<file path="src/design/spectrum_waterfall_colormap_core_defines.svh">
// Assertion macros shared by the spectrum waterfall colour mapper.
`ifndef SPECTRUM_WATERFALL_COLORMAP_CORE_DEFINES_SVH
`define SPECTRUM_WATERFALL_COLORMAP_CORE_DEFINES_SVH
`ifndef SYNTHESIS
// Checked at every rising edge of clk, suspended while rst is high.
`define SWC_ASSERT(lbl, prop) \
  lbl: assert property (@(posedge clk) disable iff (rst) prop) \
    else $error("swc assertion failed");
// Checked at every rising edge of clk, reset included.
`define SWC_ASSERT_ALWAYS(lbl, prop) \
  lbl: assert property (@(posedge clk) prop) \
    else $error("swc assertion failed");
`else
`define SWC_ASSERT(lbl, prop)
`define SWC_ASSERT_ALWAYS(lbl, prop)
`endif
`endif

</file>
<file path="src/design/swc_pkg.sv">
// Types, constants and the colour ramp function of the waterfall colour mapper.
`timescale 1ns / 1ps
package swc_pkg;

  localparam int unsigned PWR_W     = 16;  // bin power, dBFS with 8 fraction bits
  localparam int unsigned DIFF_W    = 17;  // difference of two powers
  localparam int unsigned COL_W     = 11;  // pixel column
  localparam int unsigned IDX_W     = 10;  // bin index field
  localparam int unsigned NORM_FRAC = 10;  // fraction bits of the normalised power
  localparam int unsigned NORM_W    = 11;  // 0..1024
  localparam int unsigned COMP_W    = 8;   // one colour component
  localparam int unsigned IN_DATA_W  = 40;
  localparam int unsigned OUT_DATA_W = 40;
  localparam int unsigned CFG_IDX_W  = 2;
  localparam int unsigned CFG_DATA_W = 16;
  localparam int unsigned BINS_FIELD_W  = 11;
  localparam int unsigned WIDTH_FIELD_W = 12;

  localparam logic [NORM_W-1:0] NORM_ONE = 11'd1024;
  localparam logic [COMP_W-1:0] COMP_FULL = 8'd255;

  typedef enum logic {
    CMD_LOAD   = 1'b0,
    CMD_RENDER = 1'b1
  } cmd_t;

  typedef enum logic [CFG_IDX_W-1:0] {
    REG_POWER_FLOOR   = 2'd0,
    REG_POWER_CEILING = 2'd1,
    REG_BINS_IN_USE   = 2'd2,
    REG_ROW_WIDTH     = 2'd3
  } cfg_reg_t;

  typedef enum logic [2:0] {
    S_IDLE,
    S_MUL,
    S_PICK,
    S_PICK_WAIT,
    S_READ,
    S_NORM,
    S_NORM_WAIT,
    S_EMIT
  } state_t;

  typedef struct packed {
    logic busy;
    logic done;
  } swc_div_stat_t;

  typedef struct packed {
    logic [COMP_W-1:0] blue;
    logic [COMP_W-1:0] green;
    logic [COMP_W-1:0] red;
  } pixel_t;

  // floor(255*f/256) for f in 0..256.
  function automatic logic [COMP_W-1:0] ramp_part(input logic [8:0] f);
    logic [16:0] prod;
    prod = {8'd0, f} * 17'd255;
    return prod[15:8];
  endfunction

  // Black-blue-cyan-yellow-white ramp in four equal segments.
  function automatic pixel_t ramp_colour(input logic [NORM_W-1:0] n);
    pixel_t     px;
    logic [1:0] seg;
    logic [8:0] f;
    seg = n[10] ? 2'd3 : n[9:8];
    f   = n[10] ? 9'd256 : {1'b0, n[7:0]};
    unique case (seg)
      2'd0: begin
        px.red = '0; px.green = '0; px.blue = ramp_part(f);
      end
      2'd1: begin
        px.red = '0; px.green = ramp_part(f); px.blue = COMP_FULL;
      end
      2'd2: begin
        px.red = ramp_part(f); px.green = COMP_FULL;
        px.blue = ramp_part(9'd256 - f);
      end
      default: begin
        px.red = COMP_FULL; px.green = COMP_FULL; px.blue = ramp_part(f);
      end
    endcase
    return px;
  endfunction

endpackage

</file>
<file path="src/design/swc_divider.sv">
// Shared restoring divider that retires one quotient bit per cycle.
`timescale 1ns / 1ps
module swc_divider #(
  parameter int unsigned NUM_W  = 24,
  parameter int unsigned DIV_W  = 17,
  parameter int unsigned STEP_W = 5
) (
  input  logic                  clk,
  input  logic                  rst,
  input  logic                  start,
  input  logic [STEP_W-1:0]     steps,
  input  logic [DIV_W-1:0]      rem_init,
  input  logic [NUM_W-1:0]      dividend,
  input  logic [DIV_W-1:0]      divisor,
  output logic [NUM_W-1:0]      quotient,
  output swc_pkg::swc_div_stat_t stat
);
  import swc_pkg::*;

  logic [DIV_W-1:0]  rem;
  logic [NUM_W-1:0]  dvd;
  logic [DIV_W-1:0]  dvs;
  logic [STEP_W-1:0] cnt;
  logic [DIV_W:0]    trial;
  logic [DIV_W:0]    diff;
  logic              fits;

  // The remainder is always below the divisor, so one extra bit holds the trial.
  assign trial = {rem, dvd[NUM_W-1]};
  assign diff  = trial - {1'b0, dvs};
  assign fits  = (trial >= {1'b0, dvs});

  always_ff @(posedge clk) begin
    if (rst) begin
      stat <= '0;
      cnt  <= '0;
    end else begin
      // Completion is flagged for one cycle after the last quotient bit.
      stat.done <= !start && stat.busy && (cnt == STEP_W'(1));
      if (start) begin
        stat.busy <= 1'b1;
        cnt       <= steps;
      end else if (stat.busy) begin
        cnt <= cnt - 1'b1;
        if (cnt == STEP_W'(1)) begin
          stat.busy <= 1'b0;
        end
      end
    end
  end

  always_ff @(posedge clk) begin
    if (start) begin
      rem      <= rem_init;
      dvd      <= dividend;
      dvs      <= divisor;
      quotient <= '0;
    end else if (stat.busy) begin
      rem      <= fits ? diff[DIV_W-1:0] : trial[DIV_W-1:0];
      dvd      <= {dvd[NUM_W-2:0], 1'b0};
      quotient <= {quotient[NUM_W-2:0], fits};
    end
  end

endmodule

</file>
<file path="config.mk">
export PLATFORM = sky130hd
export DESIGN_NAME = swc_divider
export DESIGN_NICKNAME = d
export VERILOG_FILES = /design/src/design/spectrum_waterfall_colormap_core_defines.svh /design/src/design/swc_pkg.sv /design/src/design/swc_divider.sv
export SDC_FILE = /design/constraint.sdc
export NUM_CORES = 1
export LEC_CHECK = 0
export BUFFER_PORTS_ARGS = -buffer_cell sky130_fd_sc_hd__buf_2
export CAP_MARGIN = 0
export CORE_ASPECT_RATIO = 1.1
export CORE_MARGIN = 4
export CORE_UTILIZATION = 30
export CTS_CLUSTER_SIZE = 28
export DETAILED_ROUTE_END_ITERATION = 8
export PLACE_DENSITY = 0.57
export SLEW_MARGIN = 20
export SYNTH_ARGS = -nofsm -noshare
export SYNTH_HDL_FRONTEND = slang
export SYNTH_SLANG_ARGS = --single-unit
</file>
<file path="constraint.sdc">
create_clock -name clk -period 3.51 [get_ports clk]
set_input_delay 0.351 -clock clk [delete_from_list [all_inputs] [get_ports clk]]
set_output_delay 0.351 -clock clk [all_outputs]
set_load 0.02 [all_outputs]
</file>
==> impl_metrics.json, run 1 <==
{
  "synth_top_family_by_area": "multiplexers",
  "overflow": 0,
  "drv_slew": 0,
  "post-route-period-util_pct": 85.2,
  "finalWorstSetupSlack_ns": 0.521,
  "fin_skew_ns": 0.00850,
  "grt_max_degree": 45,
  "mostFrequentLayoutCells": "buf_2, edfxtp_1, nor2_1",
  "muxShareOfSynthArea_pct": 13.2,
  "core_area_mm2": 0.0144,
  "p_switching_uw": 941,
  "switching_share_pct": 30.3,
  "initial_core_util_pct": 30.5,
  "port_buffers": 91,
  "ys_types": 44,
  "ant_nets": 0,
  "hold_viol": 0,
  "ys_ff_latch": 89,
  "clock_path_buffers": 2,
  "yosys_warnings": 0,
  "crit_cells": 11,
  "holdBufCountCts": 0,
  "viasPerCell": 4.66,
  "crit_path_start_kind": "register",
  "slew_headroom_pct": 32.9,
  "cp_cell_sequence": "inv_1 -> ha_1 -> inv_1 -> fa_1 -> a21oi_1 -> a211oi_1 -> nor4_2 -> o21ai_2 -> buf_4 -> mux2i_1 -> o21ai_0",
  "drt-total-wl_mm": 9.52,
  "status": "completed",
  "crit_end": "rem[1]",
  "numClockSinks": 89,
  "cts-resized-gates": 0,
  "p_comb_share_pct": 26.2,
  "synthAdderAreaFrac_pct": 5.84,
  "fmax_ghz": 0.335,
  "drive_gt1_share_pct": 29.2,
  "synth_nets": 477,
  "drtPass1Iterations": 4,
  "synth_xor_area_share_pct": 3.18,
  "rr_worst_depth": 11,
  "intPower_uw": 2170,
  "critPathLaunch": "dvd[23]",
  "synth_flop_cell": "edfxtp_1",
  "critPathMaxStageDelay_ns": 0.74,
  "post_synth.cell_area_avg_um2": 11.3,
  "drtIter0Drc": 138,
  "synth-compound-area-share_pct": 10.4,
  "crit_type": "register to register",
  "setup_viol": 0,
  "crit_path_end_kind": "register",
  "pre_cts_ws_ns": 0.530,
  "syn_inst": 391,
  "crit_fanout": 21,
  "grt_usage_pct": 12.0,
  "drcViolationCount": 0,
  "fp.dieH_um": 135,
  "wl_per_cell_um": 14.1,
  "post-cts-setup-buffers": 0,
  "antenna_found_initial": 2,
  "die-area_mm2": 0.0167,
  "p_clk_share_pct": 31.7,
  "hold_path_class": "input port to register",
  "seqPwrFrac_pct": 42.1,
  "fin_setup_tns_ns": 0,
  "period_needed_ns": 2.99,
  "path_buf_inv": 3,
  "worstMarginPinSlew_ns": 1.01,
  "ir_drop_v": 0.000240,
  "rsz0062_at_grt": "false",
  "reg2reg_to": "rem[1]",
  "diodes": 0,
  "final_util_pct": 37.1,
  "yosys.area_share.simple_pct": 10.0,
  "fillers": 1439,
  "gp_congestion": 0.795,
  "final_common_cell": "buf_2",
  "synth_sequential_area_ratio_pct": 53.6,
  "async_flop_share_pct": 0,
  "pin_count": 92,
  "leakage_uw": 0.00229,
  "whs_path_depth": 1,
  "clkLatencyLatePin_ns": 0.35,
  "r2r_slack_ns": 0.52,
  "slowest_stage": "o21ai_2",
  "dp_hpwl_mm": 6.75,
  "root_buffer": "clkbuf_16",
  "crit_family": "compound AO/OA/AOI/OAI gates",
  "cts_tree": "done",
  "synth.cell_area_mm2": 0.00441,
  "grt_first_pass_wirelength_mm": 15.6,
  "final_nets": 564,
  "grt_pass1_vias": 3208,
  "rows": 46,
  "power_per_cell_area_mw_per_mm2": 580,
  "htree_levels": 3,
  "via_count": 3145,
  "synth-edff-count": 58,
  "worst_path_most_repeated_cell": "inv_1",
  "cap_violations": 0,
  "worst-endpoint-arrival_ns": 3.06,
  "syn_to_final_growth_pct": 21.6,
  "r2r-start": "dvd[23]",
  "die_w_um": 124,
  "crit_required_ns": 3.58,
  "cts_made_buffers": 9,
  "clkTransAtPathRegs_ns": 0.07
}
==> cells by family after synthesis <==
kind of cell             count (synthesis)
AO/OA/AOI/OAI                           74
XOR/XNOR                                16
flip-flops                              89
adder cells (fa/ha/maj)                 20
AND/OR/NAND/NOR                         94
buffers and inverters                   43
multiplexers                            55
==> per-stage QoR <==
step	instance area [um2]	std cells	hold slack [ns]	power, uW
5_1_grt	5360	675	0.153	3320
3_3_place_gp	5060	659	0.469	2130
6_report	5360	675	0.177	3110
3_5_place_dp	5060	659	0.490	2140
4_1_cts	5360	675	0.162	3150
2_1_floorplan	4410	391	0.423	1960
==> flip-flops by register name, summed over array words and instances, names as in the netlist <==
register	flops
stat	2
dvd	24
quotient	24
rem	17
dvs	17
cnt	5
==> cells in the mapped netlist (2+ instances only) <==
library cell  number  area [um2]
a211oi_1           4        30.0
a21o_1             6        45.0
a21oi_1           32         160
a221o_1            3        30.0
and2_1             3        18.8
buf_1              3        11.3
clkbuf_1          13        48.8
dfxtp_1           31         621
edfxtp_1          58        1740
ha_1              19         238
inv_1             24        90.1
mux2_2            24         270
mux2i_1           31         310
nand2_1           16        60.1
nand2b_1           3        18.8
nand3_1            3        15.0
nor2_1            49         184
nor3_1             3        15.0
nor3b_1            5        37.5
nor4_1             2        12.5
nor4b_1            2        17.5
o211ai_1           2        15.0
o21ai_0           17        85.1
o21bai_1           3        22.5
or2_2              2        12.5
xnor2_1           12         105
xor2_1             4        35.0
==> worst min-delay path by stage <==
| stage | startpoint | to | slack (ns) |
|---|---|---|---|
| final | divisor[15] | dvs[15] | 0.18 |
| after CTS | divisor[15] | dvs[15] | 0.16 |
| after detailed placement | quotient[23] | quotient[23] | 0.49 |
| after global placement | quotient[23] | quotient[23] | 0.47 |
| after global routing | divisor[15] | dvs[15] | 0.15 |
| after floorplan | rst | cnt[0] | 0.42 |
==> layout make-up <==
| cell class | count | area [um2] | area share, % |
|---|---|---|---|
| clock buffer | 10 | 250 | 4.67 |
| clock inverter | 6 | 53.8 | 1.00 |
| timing repair buffer | 95 | 488 | 9.10 |
| multi-input combinational | 259 | 1880 | 35.0 |
| tap | 192 | 240 | 4.48 |
| inverter | 24 | 90.1 | 1.68 |
| sequential | 89 | 2360 | 44.1 |
==> layer usage <==
layer	track usage [%]	wire length, um	vias to the layer above
met4	4.31	144	4
met5	0	27	-
met3	5.05	721	13
li1	-	-	1578
met2	18.9	4460	80
met1	14.6	4160	1470
==> power groups by stage <==
stage / Clock, uW / Combinational [uW] / Sequential, uW
finish: 986 / 814 / 1310
global route: 1080 / 916 / 1320
CTS: 1020 / 819 / 1310
detailed placement: 0 / 811 / 1330
global placement: 0 / 801 / 1330
floorplan: 0 / 642 / 1310
==> worst reg2reg max path, stage by stage, from the launching register on <==
cell,delay (ns)
edfxtp_1,0.35
inv_1,0.05
ha_1,0.19
inv_1,0.07
fa_1,0.23
a21oi_1,0.10
a211oi_1,0.30
nor4_2,0.09
o21ai_2,0.74
buf_4,0.30
mux2i_1,0.20
o21ai_0,0.09
(Power assumes the default switching activity.)
==> run 2, diff against run 1 <==
- CORE_ASPECT_RATIO: 1.1 -> default
- clock period: 3.51 -> 3.5 ns (I/O delays scaled with it)
==> run 2 against run 1 <==
  * Final area shrank 0.44%
  * Global-route usage down 0.25 points
  * Utilization is 0.25 points lower
  * Largest cell class unchanged
==> impl_metrics.json, run 2 (synthesized netlist as in run 1, its figures left out) <==
{
  "reg2reg_to": "rem[4]",
  "rr_worst_depth": 11,
  "power_per_cell_area_mw_per_mm2": 578,
  "cts-resized-gates": 0,
  "r2r_slack_ns": 0.48,
  "whs_path_depth": 1,
  "wl_per_cell_um": 14.3,
  "min_from": "divisor[15]",
  "critPathMaxStageDelay_ns": 0.81,
  "antenna_found_initial": 2,
  "slowest_stage": "o21ai_2",
  "period_needed_ns": 3.02,
  "crit_family": "compound AO/OA/AOI/OAI gates",
  "clock_path_buffers": 2,
  "rsz0062_at_grt": "false",
  "htree_levels": 3,
  "hold_viol": 0,
  "final_nets": 563,
  "ant_nets": 0,
  "min_to": "dvs[15]",
  "post-cts-setup-buffers": 0,
  "p_clk_share_pct": 31.2,
  "register_area_mm2": 0.00236,
  "largestRegisters": "dvd: 24 flops, quotient: 24 flops",
  "holdBufCountCts": 0,
  "worst-endpoint-arrival_ns": 3.08,
  "overflow": 0,
  "finalInstanceArea_mm2": 0.00534,
  "grt_pass1_vias": 3119,
  "drtIter0Drc": 176,
  "die-area_mm2": 0.0167,
  "clkLatencyLatePin_ns": 0.34,
  "cts_made_buffers": 9,
  "ir_drop_v": 0.000330,
  "crit_path_end_kind": "register",
  "wl_met1_mm": 4.33,
  "met3WireLength_um": 780,
  "fin_setup_tns_ns": 0,
  "drive_gt1_share_pct": 28.8,
  "hold_ws_ns": 0.179,
  "drv_slew": 0,
  "r2r-start": "dvd[23]",
  "pre_cts_ws_ns": 0.470,
  "cap_violations": 0,
  "grt_first_pass_wirelength_mm": 15.4,
  "fmax_ghz": 0.331,
  "cts_tree": "done",
  "core_area_mm2": 0.0145,
  "post-route-period-util_pct": 86.3,
  "drtPass1Iterations": 4,
  "wl_met2_mm": 4.31,
  "setup_viol": 0,
  "path_buf_inv": 3,
  "die_w_um": 129,
  "viasPerCell": 4.72,
  "final_common_cell": "buf_2",
  "p_comb_share_pct": 26.4,
  "worstMarginPinSlew_ns": 1.01,
  "crit_type": "register to register",
  "cp_cell_sequence": "inv_1 -> ha_1 -> inv_1 -> fa_1 -> a21oi_1 -> a211oi_1 -> nor4_2 -> o21ai_2 -> buf_4 -> mux2i_1 -> a21oi_1",
  "clkTransAtPathRegs_ns": 0.07,
  "fp.dieH_um": 129,
  "top_layer_used": "met5",
  "crit_required_ns": 3.56,
  "rows": 44,
  "root_buffer": "clkbuf_16",
  "crit_path_start_kind": "register",
  "dp_hpwl_mm": 6.63,
  "dpl-instance-area_mm2": 0.00504,
  "crit_cells": 11,
  "fillers": 1462,
  "multi_input_area_mm2": 0.00188,
  "crit_fanout": 21,
  "gp_congestion": 0.822,
  "initial_core_util_pct": 30.5,
  "drcViolationCount": 0,
  "switching_share_pct": 29.9,
  "grt_max_degree": 88,
  "grt_usage_pct": 11.7,
  "intPower_uw": 2160,
  "drt-total-wl_mm": 9.54,
  "numClockSinks": 89,
  "mostFrequentLayoutCells": "buf_2, edfxtp_1, nor2_1",
  "p_switching_uw": 922,
  "port_buffers": 91,
  "finalWorstSetupSlack_ns": 0.480,
  "status": "completed",
  "slew_headroom_pct": 32.6,
  "hold_path_class": "input port to register",
  "seqPwrFrac_pct": 42.4,
  "via_count": 3145,
  "pin_count": 92,
  "fin_skew_ns": 0.00745,
  "leakage_uw": 0.00228,
  "syn_to_final_growth_pct": 21.0
}
[run 2: cell types whose count changed in the layout (fill, tap and decap cells not counted), sizes merged]
cell   previous run  this run
buf              95        94
diode             0         1
[run 2: power groups by stage]
stage	Sequential (uW)	Clock (uW)	Combinational (uW)
3_3_place_gp	1330	0	809
5_1_grt	1320	1050	921
6_report	1310	962	816
4_1_cts	1310	1000	825
3_5_place_dp	1330	0	816
2_1_floorplan	1320	0	644
[run 2: metrics by stage]
step | total power, uW | std cells | util, %
final | 3080 | 667 | 36.9
after global routing | 3290 | 667 | 36.9
after CTS | 3130 | 666 | 36.8
after global placement | 2130 | 650 | 34.8
after floorplan | 1960 | 391 | -
after detailed placement | 2150 | 650 | 34.8
[run 2: final cells by class]
class | count | area share (%)
Clock buffer | 10 | 4.69
Clock inverter | 6 | 0.844
Multi-Input combinational cell | 259 | 35.2
Antenna cell | 1 | 0.0469
Tap cell | 184 | 4.31
Timing Repair Buffer | 94 | 9.00
Inverter | 24 | 1.69
Sequential cell | 89 | 44.3
[run 2: routing by layer]
layer / GRT usage, % / up-vias
li1: - / 1573
met1: 14.7 / 1483
met2: 18.1 / 74
met3: 5.73 / 13
met4: 3.27 / 2
met5: 0 / -
[run 2: worst register-to-register path: stages (launching register included)]
cell and delay [ns]:
edfxtp_1 0.34, inv_1 0.05, ha_1 0.20, inv_1 0.07, fa_1 0.22, a21oi_1 0.10, a211oi_1 0.30, nor4_2 0.09
o21ai_2 0.81, buf_4 0.29, mux2i_1 0.18, a21oi_1 0.08
[run 2: worst max path at each step]
stage / from / endpoint / slack, ns
4_1_cts: dvd[23] / rem[4] / 0.44
3_3_place_gp: dvd[23] / rem[4] / 0.52
5_1_grt: rem[8] / rem[4] / 0.20
3_5_place_dp: rem[8] / rem[4] / 0.47
6_report: dvd[23] / rem[4] / 0.48
2_1_floorplan: dvd[23] / rem[14] / 1.01
==> run 3, diff against run 2 <==
- ABC_AREA: default -> 1
- CORE_UTILIZATION: 30 -> 60
- PLACE_DENSITY: 0.57 -> 0.94
==> run 3 against run 2 <==
  * Via count is 33% higher
  * Cell count is 19% higher
  * Hold slack worse by 0.030 ns
  * Setup slack better by 0.67 ns
  * Fmax is 28% higher
  * Combinational power is 13% higher
  * Sequential share of layout area is 1.8 points lower
  * Register-to-register slack better by 0.67 ns
  * Utilization is 35 points higher
  * Final area is 4.2% higher
  * Critical endpoint is now rem[12]
==> impl_metrics.json, run 3 <==
{
  "via_count": 4195,
  "initial_core_util_pct": 61.9,
  "hold_path_class": "input port to register",
  "crit_end": "rem[12]",
  "port_buffers": 91,
  "dp_cells": 777,
  "ys_ff_latch": 89,
  "final_common_cell": "nand2_1",
  "cts_made_buffers": 9,
  "status": "completed",
  "async_flop_share_pct": 0,
  "worstMarginPinSlew_ns": 0.860,
  "die_w_um": 97.5,
  "viasPerCell": 5.29,
  "syn_inst": 595,
  "drtPass1Iterations": 5,
  "leakage_uw": 0.00286,
  "ant_nets": 0,
  "setup_viol": 0,
  "syn_to_final_growth_pct": 15.8,
  "largestRegisters": "dvd: 24 flops, quotient: 24 flops",
  "gp_congestion": 0.941,
  "drtIter0Drc": 361,
  "finalInstanceArea_mm2": 0.00556,
  "mostFrequentLayoutCells": "nand2_1, inv_1, buf_2",
  "fmax_ghz": 0.425,
  "numClockSinks": 89,
  "die-area_mm2": 0.00951,
  "synth-edff-count": 58,
  "core_area_mm2": 0.00777,
  "synth.cell_area_mm2": 0.00481,
  "fin_setup_tns_ns": 0,
  "synth_nets": 681,
  "grt_usage_pct": 23.7,
  "cts_tree": "done",
  "r2r-start": "dvd[23]",
  "drcViolationCount": 0,
  "rr_worst_depth": 14,
  "overflow": 0,
  "hold_viol": 0,
  "pin_count": 92,
  "fillers": 587,
  "synth_area_leader_cell": "edfxtp_1",
  "clock_path_buffers": 2,
  "synth_top_cell_area_share_pct": 36.2,
  "rows": 32,
  "slew_headroom_pct": 42.5,
  "ys_types": 36,
  "dp_hpwl_mm": 7.77,
  "synth_area_leaders": "edfxtp_1, nand2_1, dfxtp_1, inv_1, ha_1",
  "ir_drop_v": 0.000324,
  "drt-total-wl_mm": 11.1,
  "crit_fanout": 3,
  "period_needed_ns": 2.35,
  "r2r_slack_ns": 1.15,
  "cap_violations": 0,
  "hold_ws_ns": 0.149,
  "clkLatencyLatePin_ns": 0.37,
  "clkTransAtPathRegs_ns": 0.09,
  "rsz0062_at_grt": "false",
  "reg2reg_to": "rem[12]",
  "root_buffer": "clkbuf_8",
  "htree_levels": 3,
  "power_per_cell_area_mw_per_mm2": 539,
  "yosys_warnings": 0,
  "post-route-period-util_pct": 67.2,
  "antenna_found_initial": 0,
  "crit_type": "register to register",
  "synth_flop_cell": "edfxtp_1",
  "drv_slew": 0,
  "post-cts-setup-buffers": 0,
  "drive_gt1_share_pct": 19.4,
  "wl_per_cell_um": 14.0,
  "post_synth.cell_area_avg_um2": 8.08,
  "synth_common_cells": "nand2_1, inv_1, edfxtp_1",
  "stdcell_count": 793,
  "final_nets": 772,
  "grt_max_degree": 66,
  "grt_first_pass_wirelength_mm": 18.4,
  "diodes": 0,
  "dpl-instance-area_mm2": 0.00533,
  "crit_path_start_kind": "register",
  "fin_skew_ns": 0.00736,
  "cts-resized-gates": 0,
  "fp.dieH_um": 97.5,
  "synth_sequential_area_ratio_pct": 49.2,
  "holdBufCountCts": 0,
  "critPathLaunch": "dvd[23]",
  "synth.most_common_cell": "nand2_1",
  "worst-endpoint-arrival_ns": 2.49,
  "crit_path_end_kind": "register",
  "grt_pass1_vias": 4180,
  "crit_required_ns": 3.63
}
run 3: layer usage:
metal	vias up	routed length, um	GRT usage (%)
li1	2065	-	-
met1	1939	4530	28.2
met2	160	5530	40.8
met3	31	753	5.96
met4	0	262	9.80
met5	-	0	0
run 3: cells by family after synthesis:
logic type               after synthesis  synth area share, %
AND/OR/NAND/NOR                      307                 27.6
buffers and inverters                120                 9.97
flip-flops                            89                 49.2
AO/OA/AOI/OAI                         50                 6.25
adder cells (fa/ha/maj)               20                 5.36
XOR/XNOR                               9                 1.64
run 3: critical path, cell delays in order, from the launching register on:
cell and delay (ns):
edfxtp_1 0.40, inv_1 0.07, ha_1 0.14, inv_1 0.09, fa_1 0.46, nand2_1 0.13, nand2_1 0.11, nand3_1 0.11
nand2_1 0.13, nand2_1 0.13, nand2_1 0.06, nand2_1 0.07, nand3_2 0.07, nand3_1 0.10, nand2_1 0.06
run 3: worst min path at each step:
stage,end,depth (start not counted),slack (ns),startpoint
floorplan,cnt[2],1,0.42,rst
global placement,quotient[23],2,0.44,quotient[23]
detailed placement,quotient[23],2,0.45,quotient[23]
CTS,dvs[14],1,0.14,divisor[14]
global route,dvs[11],1,0.14,divisor[11]
finish,dvs[14],1,0.15,divisor[14]
run 3: layout make-up:
type	instances	area [um2]	share of cell area, %
clock buffer	11	174	3.13
clock inverter	5	55.1	0.990
inverter	105	394	7.09
multi-input combinational	386	1960	35.3
sequential	89	2360	42.5
tap	102	128	2.29
timing repair buffer	95	485	8.73
run 3: through the flow:
| stage | worst slack [ns] | power (uW) | util [%] |
|---|---|---|---|
| 6_report | 1.15 | 3000 | 71.6 |
| 4_1_cts | 1.16 | 2990 | 71.6 |
| 5_1_grt | 1.01 | 3180 | 71.6 |
| 3_5_place_dp | 1.19 | 2200 | 68.7 |
| 3_3_place_gp | 1.28 | 2150 | 68.7 |
| 2_1_floorplan | 0.992 | 2010 | - |
run 3: power breakdown:
part           switching (uW)  internal [uW]  total, uW
sequential               48.0           1240       1290
combinational             590            331        920
clock                     397            391        788
